$ cat src/hw/rtl/dle_pkg.sv
// ----------------------------------------------------------------------------
// dle_pkg : shared definitions for the DLE/ETX frame deframer
// Character codes, default sizing, controller states and the command and
// status bundles that pass between controller and datapath.
// ----------------------------------------------------------------------------
package dle_pkg;

    localparam logic [7:0] DLE_CODE = 8'h10;
    localparam logic [7:0] ETX_CODE = 8'h03;
    localparam logic [7:0] ESC_CODE = 8'h17;

    localparam int DEF_BUFFER_BYTES = 34;

    // register word index on the configuration port
    localparam logic REG_ESC_FIX = 1'b0;

    typedef enum logic [1:0] {
        ST_IDLE,
        ST_WRITE,
        ST_READ,
        ST_LOAD
    } dle_state_t;

    typedef struct packed {
        logic step;       // take one received byte
        logic pend_wr;    // perform the deferred store write
        logic load_out;   // fill the output register
        logic next_byte;  // advance the drain pointer
    } dle_cmd_t;

    typedef struct packed {
        logic step_copy;  // this byte needs a second store write
        logic step_done;  // this byte closes a frame
        logic step_empty; // closing frame has no body
        logic pend_done;  // deferred write belongs to a closing byte
        logic size_zero;  // registered frame length is zero
        logic at_last;    // drain pointer on the final byte
        logic out_free;   // output register can take a new transfer
    } dle_status_t;

endpackage

$ cat src/hw/rtl/dle_etx_frame_deframer.sv
// ----------------------------------------------------------------------------
// dle_etx_frame_deframer : DLE/ETX byte-stuffed frame deframer
// Finds ETX DLE id ... DLE ETX frames in a byte stream and emits the
// unstuffed frame body as a run of output transfers.
// ----------------------------------------------------------------------------
// A received byte is normally taken in ST_IDLE alone. The second byte
// after a frame's id also passes through ST_WRITE, since the store has
// one write port and that byte writes it twice (id copy plus its own
// deferred byte); when the id is a swallowed escape there is no copy
// and no ST_WRITE. When a byte closes a frame, the body is drained from
// the frame store one output transfer at a time, each body byte through
// ST_READ (the registered store read) and ST_LOAD (loading the output
// register), waiting in ST_LOAD while the output side is stalled. An empty
// frame gives a single transfer marked last and empty. in_stall is high
// while a write or drain is in progress; the final transfer of a frame
// may still sit in the output register while the next byte is taken.
// Body length is capped at BUFFER_BYTES-2; a frame that fills the store
// is dropped unless it closes on that same byte. The escape fix bit
// (register 0, bit 0) drops a leading 0x17 id byte. No clearing pass.
// ----------------------------------------------------------------------------
module dle_etx_frame_deframer
#(
    parameter int BUFFER_BYTES = dle_pkg::DEF_BUFFER_BYTES
)
(
    input  logic        clk,
    input  logic        rst_n,

    // received byte stream
    input  logic        in_valid,
    output logic        in_stall,
    input  logic [7:0]  rx_byte,

    // frame body output
    output logic        out_valid,
    input  logic        out_stall,
    output logic [7:0]  frame_byte,
    output logic        last_byte,
    output logic        empty_frame,

    // configuration port
    input  logic        psel,
    input  logic        penable,
    input  logic        pwrite,
    input  logic [2:0]  paddr,
    input  logic [31:0] pwdata,
    output logic [31:0] prdata,
    output logic        pready
);

    dle_pkg::dle_cmd_t    cmd;
    dle_pkg::dle_status_t status;
    logic                 esc_fix_enable;

    // register bank
    dle_cfg u_cfg
    (
        .clk            (clk),
        .rst_n          (rst_n),
        .psel           (psel),
        .penable        (penable),
        .pwrite         (pwrite),
        .paddr          (paddr),
        .pwdata         (pwdata),
        .prdata         (prdata),
        .pready         (pready),
        .esc_fix_enable (esc_fix_enable)
    );

    // sequencer: intake, deferred write, drain
    dle_ctrl u_ctrl
    (
        .clk      (clk),
        .rst_n    (rst_n),
        .in_valid (in_valid),
        .in_stall (in_stall),
        .status   (status),
        .cmd      (cmd)
    );

    // frame detection, store and output register
    dle_dpath
    #(
        .BUFFER_BYTES (BUFFER_BYTES)
    )
    u_dpath
    (
        .clk            (clk),
        .rst_n          (rst_n),
        .cmd            (cmd),
        .status         (status),
        .esc_fix_enable (esc_fix_enable),
        .rx_byte        (rx_byte),
        .out_valid      (out_valid),
        .out_stall      (out_stall),
        .frame_byte     (frame_byte),
        .last_byte      (last_byte),
        .empty_frame    (empty_frame)
    );

endmodule

$ cat src/hw/rtl/dle_cfg.sv
// ----------------------------------------------------------------------------
// dle_cfg : configuration register bank
// APB-style slave holding the escape fix enable bit.
// ----------------------------------------------------------------------------
module dle_cfg
(
    input  logic        clk,
    input  logic        rst_n,
    input  logic        psel,
    input  logic        penable,
    input  logic        pwrite,
    input  logic [2:0]  paddr,
    input  logic [31:0] pwdata,
    output logic [31:0] prdata,
    output logic        pready,
    output logic        esc_fix_enable
);

    logic esc_fix_reg;
    logic esc_fix_next;
    logic wr_en;

    assign pready = 1'b1;
    assign wr_en  = psel && penable && pwrite && (paddr[2] == dle_pkg::REG_ESC_FIX);

    always_comb
    begin
        esc_fix_next = esc_fix_reg;
        if (wr_en)
        begin
            esc_fix_next = pwdata[0];
        end
    end

    always_ff @(posedge clk or negedge rst_n)
    begin
        if (!rst_n)
        begin
            esc_fix_reg <= 1'b0;
        end
        else
        begin
            esc_fix_reg <= esc_fix_next;
        end
    end

    always_comb
    begin
        prdata = '0;
        if (paddr[2] == dle_pkg::REG_ESC_FIX)
        begin
            prdata = {31'd0, esc_fix_reg};
        end
    end

    assign esc_fix_enable = esc_fix_reg;

endmodule

$ cat src/hw/rtl/dle_dpath.sv
// ----------------------------------------------------------------------------
// dle_dpath : deframer datapath
// Frame detection, stuffing removal, frame store and output register.
// ----------------------------------------------------------------------------
module dle_dpath
#(
    parameter int BUFFER_BYTES = dle_pkg::DEF_BUFFER_BYTES
)
(
    input  logic                clk,
    input  logic                rst_n,
    input  dle_pkg::dle_cmd_t   cmd,
    output dle_pkg::dle_status_t status,
    input  logic                esc_fix_enable,
    input  logic [7:0]          rx_byte,
    output logic                out_valid,
    input  logic                out_stall,
    output logic [7:0]          frame_byte,
    output logic                last_byte,
    output logic                empty_frame
);

    localparam int FW = $clog2(BUFFER_BYTES + 1);
    localparam int IW = $clog2(BUFFER_BYTES);
    localparam logic [FW-1:0] FILL_LIMIT = FW'(BUFFER_BYTES);

    // frame store, single write port, registered read
    logic [7:0] store_mem [BUFFER_BYTES];

    logic [FW-1:0] fill_reg, fill_next;
    logic          in_frame_reg, in_frame_next;
    logic          parity_reg, parity_next;
    logic [7:0]    prev_reg, prev_next;
    logic [7:0]    prev2_reg, prev2_next;
    logic [7:0]    id_reg;
    logic [7:0]    pend_data_reg;
    logic [IW-1:0] pend_idx_reg;
    logic          done_reg;
    logic [FW-1:0] size_reg;
    logic [FW-1:0] rd_idx_reg;
    logic [7:0]    rdata_reg;
    logic          out_valid_reg, out_valid_next;
    logic [7:0]    out_byte_reg;
    logic          out_last_reg;
    logic          out_empty_reg;

    logic          copy_now;
    logic [FW-1:0] fill_a;
    logic [FW-1:0] fill_b;
    logic [FW-1:0] fill_c;
    logic          par_n;
    logic          done_now;
    logic [FW-1:0] size_now;
    logic          start_now;
    logic          wr_en;
    logic [IW-1:0] wr_idx;
    logic [7:0]    wr_data;

    always_comb
    begin
        copy_now = in_frame_reg && (fill_reg == FW'(1))
                   && !((id_reg == dle_pkg::ESC_CODE) && esc_fix_enable);
        fill_a   = copy_now ? FW'(2) : fill_reg;
        fill_b   = fill_a + FW'(1);
        par_n    = (rx_byte == dle_pkg::DLE_CODE) ? !parity_reg : parity_reg;
        // first DLE of a doubled pair is dropped
        fill_c   = ((rx_byte == dle_pkg::DLE_CODE) && par_n) ? fill_b - FW'(1) : fill_b;
        done_now = in_frame_reg && (rx_byte == dle_pkg::ETX_CODE)
                   && (prev_reg == dle_pkg::DLE_CODE) && !par_n;
        size_now = (fill_c >= FW'(2)) ? fill_c - FW'(2) : '0;
        start_now = !in_frame_reg && (rx_byte != dle_pkg::DLE_CODE)
                    && (rx_byte != dle_pkg::ETX_CODE)
                    && (prev_reg == dle_pkg::DLE_CODE)
                    && (prev2_reg == dle_pkg::ETX_CODE);
    end

    always_comb
    begin
        fill_next     = fill_reg;
        in_frame_next = in_frame_reg;
        parity_next   = parity_reg;
        prev_next     = prev_reg;
        prev2_next    = prev2_reg;
        if (cmd.step)
        begin
            prev_next  = rx_byte;
            prev2_next = prev_reg;
            if (in_frame_reg)
            begin
                fill_next     = fill_c;
                parity_next   = par_n;
                in_frame_next = (fill_b < FILL_LIMIT) && !done_now;
            end
            else if (start_now)
            begin
                in_frame_next = 1'b1;
                fill_next     = '0;
                parity_next   = 1'b1;
            end
        end
    end

    always_ff @(posedge clk or negedge rst_n)
    begin
        if (!rst_n)
        begin
            fill_reg     <= '0;
            in_frame_reg <= 1'b0;
            parity_reg   <= 1'b0;
            prev_reg     <= dle_pkg::ETX_CODE;
            prev2_reg    <= dle_pkg::DLE_CODE;
        end
        else
        begin
            fill_reg     <= fill_next;
            in_frame_reg <= in_frame_next;
            parity_reg   <= parity_next;
            prev_reg     <= prev_next;
            prev2_reg    <= prev2_next;
        end
    end

    // store write select: the id copy goes first, the deferred byte after
    always_comb
    begin
        wr_en   = 1'b0;
        wr_idx  = pend_idx_reg;
        wr_data = pend_data_reg;
        if (cmd.pend_wr)
        begin
            wr_en = 1'b1;
        end
        else if (cmd.step && in_frame_reg)
        begin
            wr_en   = 1'b1;
            wr_idx  = copy_now ? IW'(1) : fill_a[IW-1:0];
            wr_data = copy_now ? id_reg : prev_reg;
        end
    end

    always_ff @(posedge clk)
    begin
        if (wr_en)
        begin
            store_mem[wr_idx] <= wr_data;
        end
        rdata_reg <= store_mem[rd_idx_reg[IW-1:0]];
    end

    always_ff @(posedge clk)
    begin
        if (cmd.step)
        begin
            if (in_frame_reg && (fill_reg == '0))
            begin
                id_reg <= prev_reg;
            end
            pend_data_reg <= prev_reg;
            pend_idx_reg  <= fill_a[IW-1:0];
            done_reg      <= done_now;
            size_reg      <= size_now;
            rd_idx_reg    <= FW'(1);
        end
        else if (cmd.next_byte)
        begin
            rd_idx_reg <= rd_idx_reg + FW'(1);
        end
    end

    // output register
    always_comb
    begin
        out_valid_next = out_valid_reg;
        if (cmd.load_out)
        begin
            out_valid_next = 1'b1;
        end
        else if (!out_stall)
        begin
            out_valid_next = 1'b0;
        end
    end

    always_ff @(posedge clk or negedge rst_n)
    begin
        if (!rst_n)
        begin
            out_valid_reg <= 1'b0;
        end
        else
        begin
            out_valid_reg <= out_valid_next;
        end
    end

    always_ff @(posedge clk)
    begin
        if (cmd.load_out)
        begin
            out_byte_reg  <= (size_reg == '0) ? 8'd0 : rdata_reg;
            out_last_reg  <= (size_reg == '0) || (rd_idx_reg == size_reg);
            out_empty_reg <= (size_reg == '0);
        end
    end

    assign status.step_copy  = copy_now;
    assign status.step_done  = done_now;
    assign status.step_empty = (size_now == '0);
    assign status.pend_done  = done_reg;
    assign status.size_zero  = (size_reg == '0);
    assign status.at_last    = (rd_idx_reg == size_reg);
    assign status.out_free   = !out_valid_reg || !out_stall;

    assign out_valid   = out_valid_reg;
    assign frame_byte  = out_byte_reg;
    assign last_byte   = out_last_reg;
    assign empty_frame = out_empty_reg;

endmodule

$ cat src/hw/rtl/dle_ctrl.sv
// ----------------------------------------------------------------------------
// dle_ctrl : deframer controller
// Sequences byte intake, the deferred store write and the frame drain.
// ----------------------------------------------------------------------------
module dle_ctrl
(
    input  logic                 clk,
    input  logic                 rst_n,
    input  logic                 in_valid,
    output logic                 in_stall,
    input  dle_pkg::dle_status_t status,
    output dle_pkg::dle_cmd_t    cmd
);

    dle_pkg::dle_state_t state_reg, state_next;

    always_ff @(posedge clk or negedge rst_n)
    begin
        if (!rst_n)
        begin
            state_reg <= dle_pkg::ST_IDLE;
        end
        else
        begin
            state_reg <= state_next;
        end
    end

    always_comb
    begin
        state_next = state_reg;
        cmd        = '0;
        in_stall   = (state_reg != dle_pkg::ST_IDLE);
        unique case (state_reg)
            dle_pkg::ST_IDLE:
            begin
                if (in_valid)
                begin
                    cmd.step = 1'b1;
                    if (status.step_copy)
                    begin
                        state_next = dle_pkg::ST_WRITE;
                    end
                    else if (status.step_done)
                    begin
                        state_next = status.step_empty ? dle_pkg::ST_LOAD
                                                       : dle_pkg::ST_READ;
                    end
                end
            end
            dle_pkg::ST_WRITE:
            begin
                cmd.pend_wr = 1'b1;
                if (status.pend_done)
                begin
                    state_next = status.size_zero ? dle_pkg::ST_LOAD : dle_pkg::ST_READ;
                end
                else
                begin
                    state_next = dle_pkg::ST_IDLE;
                end
            end
            dle_pkg::ST_READ:
            begin
                state_next = dle_pkg::ST_LOAD;
            end
            dle_pkg::ST_LOAD:
            begin
                if (status.out_free)
                begin
                    cmd.load_out = 1'b1;
                    if (status.size_zero || status.at_last)
                    begin
                        state_next = dle_pkg::ST_IDLE;
                    end
                    else
                    begin
                        cmd.next_byte = 1'b1;
                        state_next    = dle_pkg::ST_READ;
                    end
                end
            end
            default:
            begin
                state_next = dle_pkg::ST_IDLE;
            end
        endcase
    end

endmodule

$ cat config.mk
export PLATFORM = sky130hd
export DESIGN_NAME = dle_etx_frame_deframer
export DESIGN_NICKNAME = d
export VERILOG_FILES = /design/src/hw/rtl/dle_pkg.sv /design/src/hw/rtl/dle_etx_frame_deframer.sv /design/src/hw/rtl/dle_cfg.sv /design/src/hw/rtl/dle_dpath.sv /design/src/hw/rtl/dle_ctrl.sv
export SDC_FILE = /design/constraint.sdc
export NUM_CORES = 1
export LEC_CHECK = 0
export BUFFER_PORTS_ARGS = -buffer_cell sky130_fd_sc_hd__clkbuf_2
export CORE_MARGIN = 2
export CORE_UTILIZATION = 57
export CTS_BUF_LIST = sky130_fd_sc_hd__clkbuf_4 sky130_fd_sc_hd__clkbuf_8
export CTS_CLUSTER_SIZE = 25
export DETAILED_ROUTE_END_ITERATION = 10
export PLACE_DENSITY = 0.79
export SETUP_SLACK_MARGIN = 0.4
export SLEW_MARGIN = 25
export SYNTH_ARGS = -nofsm -noshare
export SYNTH_HDL_FRONTEND = slang
export SYNTH_HIERARCHICAL = 1
export SYNTH_SLANG_ARGS = --single-unit
$ cat constraint.sdc
create_clock -name clk -period 5.08 [get_ports clk]
set_input_delay 0.508 -clock clk [delete_from_list [all_inputs] [get_ports clk]]
set_output_delay 0.508 -clock clk [all_outputs]
set_load 0.05 [all_outputs]
[Word-level counts from Yosys, hierarchy flattened]
Memory sizes are Yosys's and may differ from the RTL's. A register that Yosys moved wholly into a read port is not among the register bits.
Cells that the tools add are included.
Operators by class
  add/subtract/negate cells: 4
  magnitude comparators: 2
  equality and inequality tests: 16
  mux-type cells: 38
  bitwise operators: 1
  reduce and logical (&&, ||, !) cells: 35
Operators by type and width (number)
  two-way mux 6 bit: 8
  == test 8 x 5 -> 1 bit, second input constant: 3
  two-way mux 8 bit: 3
  zero test 6 bit: 3
  two-way mux 1 bit: 18
  logical AND 1 bit: 17
  == test 8 x 2 -> 1 bit, second input constant: 2
  two-way mux 2 bit: 8
  adder 6 x 1 -> 6 bit, second input constant: 2
  inequality test 8 x 2 -> 1 bit, second input constant: 1
  inequality test 8 x 5 -> 1 bit, second input constant: 1
  case mux 2 bit (4 select lines): 1
  zero test 1 bit: 7
  == test 6 x 1 -> 1 bit, second input constant: 1
  == test 6 bit: 1
  greater-or-equal comparator 6 x 2 -> 1 bit, second input constant: 1
  < comparator 6 bit, second input constant: 1
  subtractor 6 x 1 -> 6 bit, second input constant: 1
  subtractor 6 x 2 -> 6 bit, second input constant: 1
  == test 2 bit, second input constant: 2
  inequality test 2 bit, second input constant: 2
  AND reduction 2 bit: 2
  nonzero test 2 bit: 2
  inequality test 3 x 1 -> 1 bit, second input constant: 1
  other kinds (6): 7
Word-level totals
  register bits: 73
  RAM bits: 272
  input port bits: 50
  output and inout bits: 45
  logic and storage cells: 114
  memories kept: 1
Memory list
  u_dpath.store_mem: depth 34, bits a word 8, rd ports 1, clocked after Yosys merged registers in 1, write ports 1, RTL line dle_dpath.sv:28  | logic [7:0] store_mem [BUFFER_BYTES];

[Logic depth before layout (Yosys ltp)]
  depth in word-level cells: 16
  gate-level depth with buffers: 16
  gate-level depth less buffers: 14

[Hierarchy]
The synthesis kept the hierarchy.
Modules (own cells, without submodules)
  dle_dpath: instances 1, cells each 785, area each 13977.2 um2, seq. area each 10248.6 um2
  dle_cfg: instances 1, cells each 38, area each 301.5 um2, seq. area each 25.0 um2
  dle_ctrl: instances 1, cells each 16, area each 152.6 um2, seq. area each 50.0 um2

[Least setup slack after synthesis]
No wires, ideal clock.
  path kind: reg-to-reg
  start: register u_ctrl.state_reg[0]
  end: memory u_dpath.store_mem[0][5] (data pin)
  setup time: 0.469 ns
  arrival: 4.660 ns
  required time: 4.611 ns
  setup slack: -0.050 ns
  stages on the path, launching flop included: 10
  path buffers: 4
  period minus slack after synthesis: 5.130 ns
  cells stage by stage: dfrtp_1 > or2_1 > nor2_1 > buf_2 > nand2_1 > or2_2 > clkbuf_1 > clkbuf_1 > clkbuf_1 > o21ai_0
RTL lines
  from (decl): RTL line dle_ctrl.sv:15  | dle_pkg::dle_state_t state_reg, state_next;
  from (signal assigned): RTL line dle_ctrl.sv:21  | state_reg <= dle_pkg::ST_IDLE;
  from (signal assigned): RTL line dle_ctrl.sv:25  | state_reg <= state_next;
  to (decl): RTL line dle_dpath.sv:28

[Final worst setup path]
  start: register u_dpath.fill_reg[3]
  end: register u_dpath.size_reg[5] (data pin)
On the way
  cells in the longest elaborated chain, start to end: 9
  elaborated cells on any way between the ends: 10
  classes of those cells: 3 x add/sub; 1 x order compare; 1 x eq/ne; 3 x mux; 2 x reduce/logical
RTL lines
  from (decl): RTL line dle_dpath.sv:30  | logic [FW-1:0] fill_reg, fill_next;
  from (signal assigned): RTL line dle_dpath.sv:115  | fill_reg <= fill_next;
  == test 6 x 1 -> 1 bit *: RTL line dle_dpath.sv:61  | copy_now = in_frame_reg && (fill_reg == FW'(1))
  logical AND 1 bit *: RTL line dle_dpath.sv:61
  logical AND 1 bit *: RTL line dle_dpath.sv:62  | && !((id_reg == dle_pkg::ESC_CODE) && esc_fix_enable);
  two-way mux 6 bit *: RTL line dle_dpath.sv:63  | fill_a = copy_now ? FW'(2) : fill_reg;
  named net u_dpath.fill_a[0]: RTL line dle_dpath.sv:48  | logic [FW-1:0] fill_a;
  adder 6 x 1 -> 6 bit *: RTL line dle_dpath.sv:64  | fill_b = fill_a + FW'(1);
  subtractor 6 x 1 -> 6 bit: RTL line dle_dpath.sv:67  | fill_c = ((rx_byte == dle_pkg::DLE_CODE) && par_n) ? fill_b - FW'(1) : fill_b;
  two-way mux 6 bit *: RTL line dle_dpath.sv:67
  subtractor 6 x 2 -> 6 bit or greater-or-equal comparator 6 x 2 -> 1 bit (tied branches): RTL line dle_dpath.sv:70  | size_now = (fill_c >= FW'(2)) ? fill_c - FW'(2) : '0;
  two-way mux 6 bit *: RTL line dle_dpath.sv:70
  named net u_dpath.size_now[5]: RTL line dle_dpath.sv:53  | logic [FW-1:0] size_now;
  to (signal assigned): RTL line dle_dpath.sv:161  | size_reg <= size_now;
  to (decl): RTL line dle_dpath.sv:39  | logic [FW-1:0] size_reg;
The timed path passes the listed nets; every way through them passes the cells marked *.
A chain may end at the register's enable or synchronous reset.

==> results.toml <==
[clocking]
cts_tree = "built"
clock_path_buffers = 3
htree_levels = 2
ctsHoldBuffers = 1
clockRootBuffer = "clkbuf_8"
clock_sinks = 353
clk_pin_slew_worst_paths_ns = 0.06
cts_resized = 0
cts_buffers = 53
insertion_delay_ns = 0.58
post_cts_buffers = 0

[route]
vias = 7510
drc = 0
drt_pass1_iterations = 5
finalWirelength_um = 27830
drt_iter0_markers = 1044
via_per_inst = 5.941
wl_per_cell_um = 22.02
ant_nets = 0

[logic_synthesis]
synth.top_cell.area_share_pct = 64.71
synth_top_family_by_area = "multiplexers"
yosysUniqueCellTypes = 62
synth_ff_type = "edfxtp_1"
yosysMostFrequentCell = "edfxtp_1"
syn_area_per_cell_um2 = 17.20
ys_async_sr_fraction_pct = 7.932
synthMuxAreaShare_pct = 12.64
synthCells = 839
synth_compound_area_share_pct = 3.971
yosys.area_share.adder_pct = 0.3468
synth_xor_xnor_area_share_pct = 1.222
synth_top_area_cell = "edfxtp_1"
ys_seq_area_share_pct = 71.54
yosysWarnings = 6
synth_area_mm2 = 0.01443
synth.area.top_cells = "edfxtp_1, mux4_2, dfrtp_1, buf_4, mux2_2"
ys_seq_elements = 353
synthSimpleGateAreaFrac_pct = 6.927
synth_common_cells = "edfxtp_1, mux4_2, nor2_1"
synth-edff-count = 311

[min_path]
whs_path_depth = 2
min_from = "pwdata[0]"
hold_class = "primary input to flop"
min_to = "u_cfg/esc_fix_enable"

[worst_setup_path]
cp.arrival_ns = 4.02
required_ns = 5.41
reg2reg_slack_ns = 1.39
start_kind = "flop"
path_class = "flop to flop"
rr_worst_depth = 8
cp-end-kind = "flop"
worstReg2RegEnd = "u_dpath/size_reg[5]"
r2r_start = "u_dpath/fill_reg[3]"
worstPathMaxFanout = 13

[die]
row_count = 58
design.core.area_mm2 = 0.02504
die_x_um = 163.1
num_io_pins = 95
dieArea_mm2 = 0.02661
die_h_um = 163.1
start_util_pct = 57.64

[sta]
min_period_over_period_pct = 72.58
max_freq_mhz = 271.2
fin_crit_ns = 3.687
max_slew.worst_pin.slew_ns = 1.038
slew_headroom_pct = 30.81
fin_tns_setup_ns = 0
rsz0062_at_grt = "false"
finClkSkew_ns = 0.03249
hold_viol_final = 0
setup_viol = 0
slew_viol_final = 0

[placement]
gp_congestion = 0.8633
placed_cell_area_mm2 = 0.01482
io_buffer_count = 29
place_hpwl_um = 17330

[final_layout]
area_delta_synth_final_pct = 10.08
largest_reg_flops = 272
diodes = 0
nets = 944
largest-register = "u_dpath/store_mem"
drive_gt1_share_pct = 27.09
stdcell_area_mm2 = 0.01589

[power_and_ir_drop]
peakVddDrop_uv = 263.8
p_total_mw = 7.807
p_per_area_mw_per_mm2 = 491.4
leakagePower_nw = 5.292

[grt]
grt_remaining_overflow = 0
first_global_vias = 7551
grt_pass1_wl_um = 43040
track_usage_pct = 21.78
antenna_found_initial = 0
grt_max_degree = 69

[status]
outcome = "complete, no violations"

[job]
maxCapViolCount = 0
[placed cells by master (no fill, tap or decap), drive strengths merged, types with 8 or more instances in the layout]
cell type,instances
edfxtp,311
clkbuf,110
mux4,64
nor2,53
nand2,48
o22ai,37
conb,32
o21ai,27
mux2,26
dfrtp,25
clkinv,16
buf,15
dfxtp,14
xnor2,11
or4,11
mux2i,9
and2,9
a21oi,8
[how the worst max path moves through the flow]
stage                                    from                 endpoint  slack, ns  cells after the start
after floorplan           u_ctrl/state_reg[0]  u_dpath/store_mem[0][5]      -0.05                      9
after global placement             rx_byte[2]      u_ctrl/state_reg[0]       1.44                     13
after detailed placement           rx_byte[2]      u_ctrl/state_reg[0]       1.31                     13
after CTS                 u_dpath/fill_reg[3]      u_dpath/size_reg[5]       1.40                      8
after global routing      u_dpath/fill_reg[3]      u_ctrl/state_reg[0]       1.16                     14
final                     u_dpath/fill_reg[3]      u_dpath/size_reg[5]       1.39                      8
[kinds of logic (layout without fill, tap and decap cells)]
logic type	count (synthesis)	count (layout)
AO/OA/AOI/OAI	92	92
other	2	32
multiplexers	99	99
buffers and inverters	85	150
flip-flops	353	353
adder cells (fa/ha/maj)	4	4
XOR/XNOR	18	18
AND/OR/NAND/NOR	186	186
[layer usage]
layer,share of wire (%),GRT usage (%),vias to the layer above
met5,0,0,-
met1,40,29.30,3797
li1,-,-,3351
met3,7.7,4.520,53
met4,2.9,8.045,0
met2,49,35.67,309
[critical path: stages (launching register included)]
cell     delay [ns]
dfrtp_1        0.53
or4_4          0.61
o41a_2         0.47
ha_1           0.24
or4_1          0.51
a21oi_1        0.23
and3_4         0.26
xor2_4         0.22
mux2_2         0.36
[where the power goes]
part           switching (mW)  leakage [nW]  internal (mW)
Clock                    1.03         0.568           1.25
Combinational            1.02          1.45          0.747
Sequential              0.219          3.27           3.55
[final cells by class]
class | instances | area (µm²)
Clock buffer | 81 | 958.4
Tap cell | 330 | 412.9
Multi-Input combinational cell | 431 | 3781
Timing Repair Buffer | 45 | 280.3
Clock inverter | 18 | 102.6
Inverter | 6 | 22.52
Fill cell | 1717 | 9150
Sequential cell | 353 | 10330
[metrics by stage]
step | hold slack [ns] | std cells | util (%) | setup WS [ns]
detailed placement | 0.4947 | 1164 | 59.18 | 1.305
global placement | 0.4866 | 1164 | 59.18 | 1.442
CTS | 0.1226 | 1264 | 63.45 | 1.400
floorplan | 0.2124 | 869 | - | -0.04958
finish | 0.1563 | 1264 | 63.45 | 1.393
global route | 0.1353 | 1264 | 63.45 | 1.156
Power figures use the tool's default switching activity.
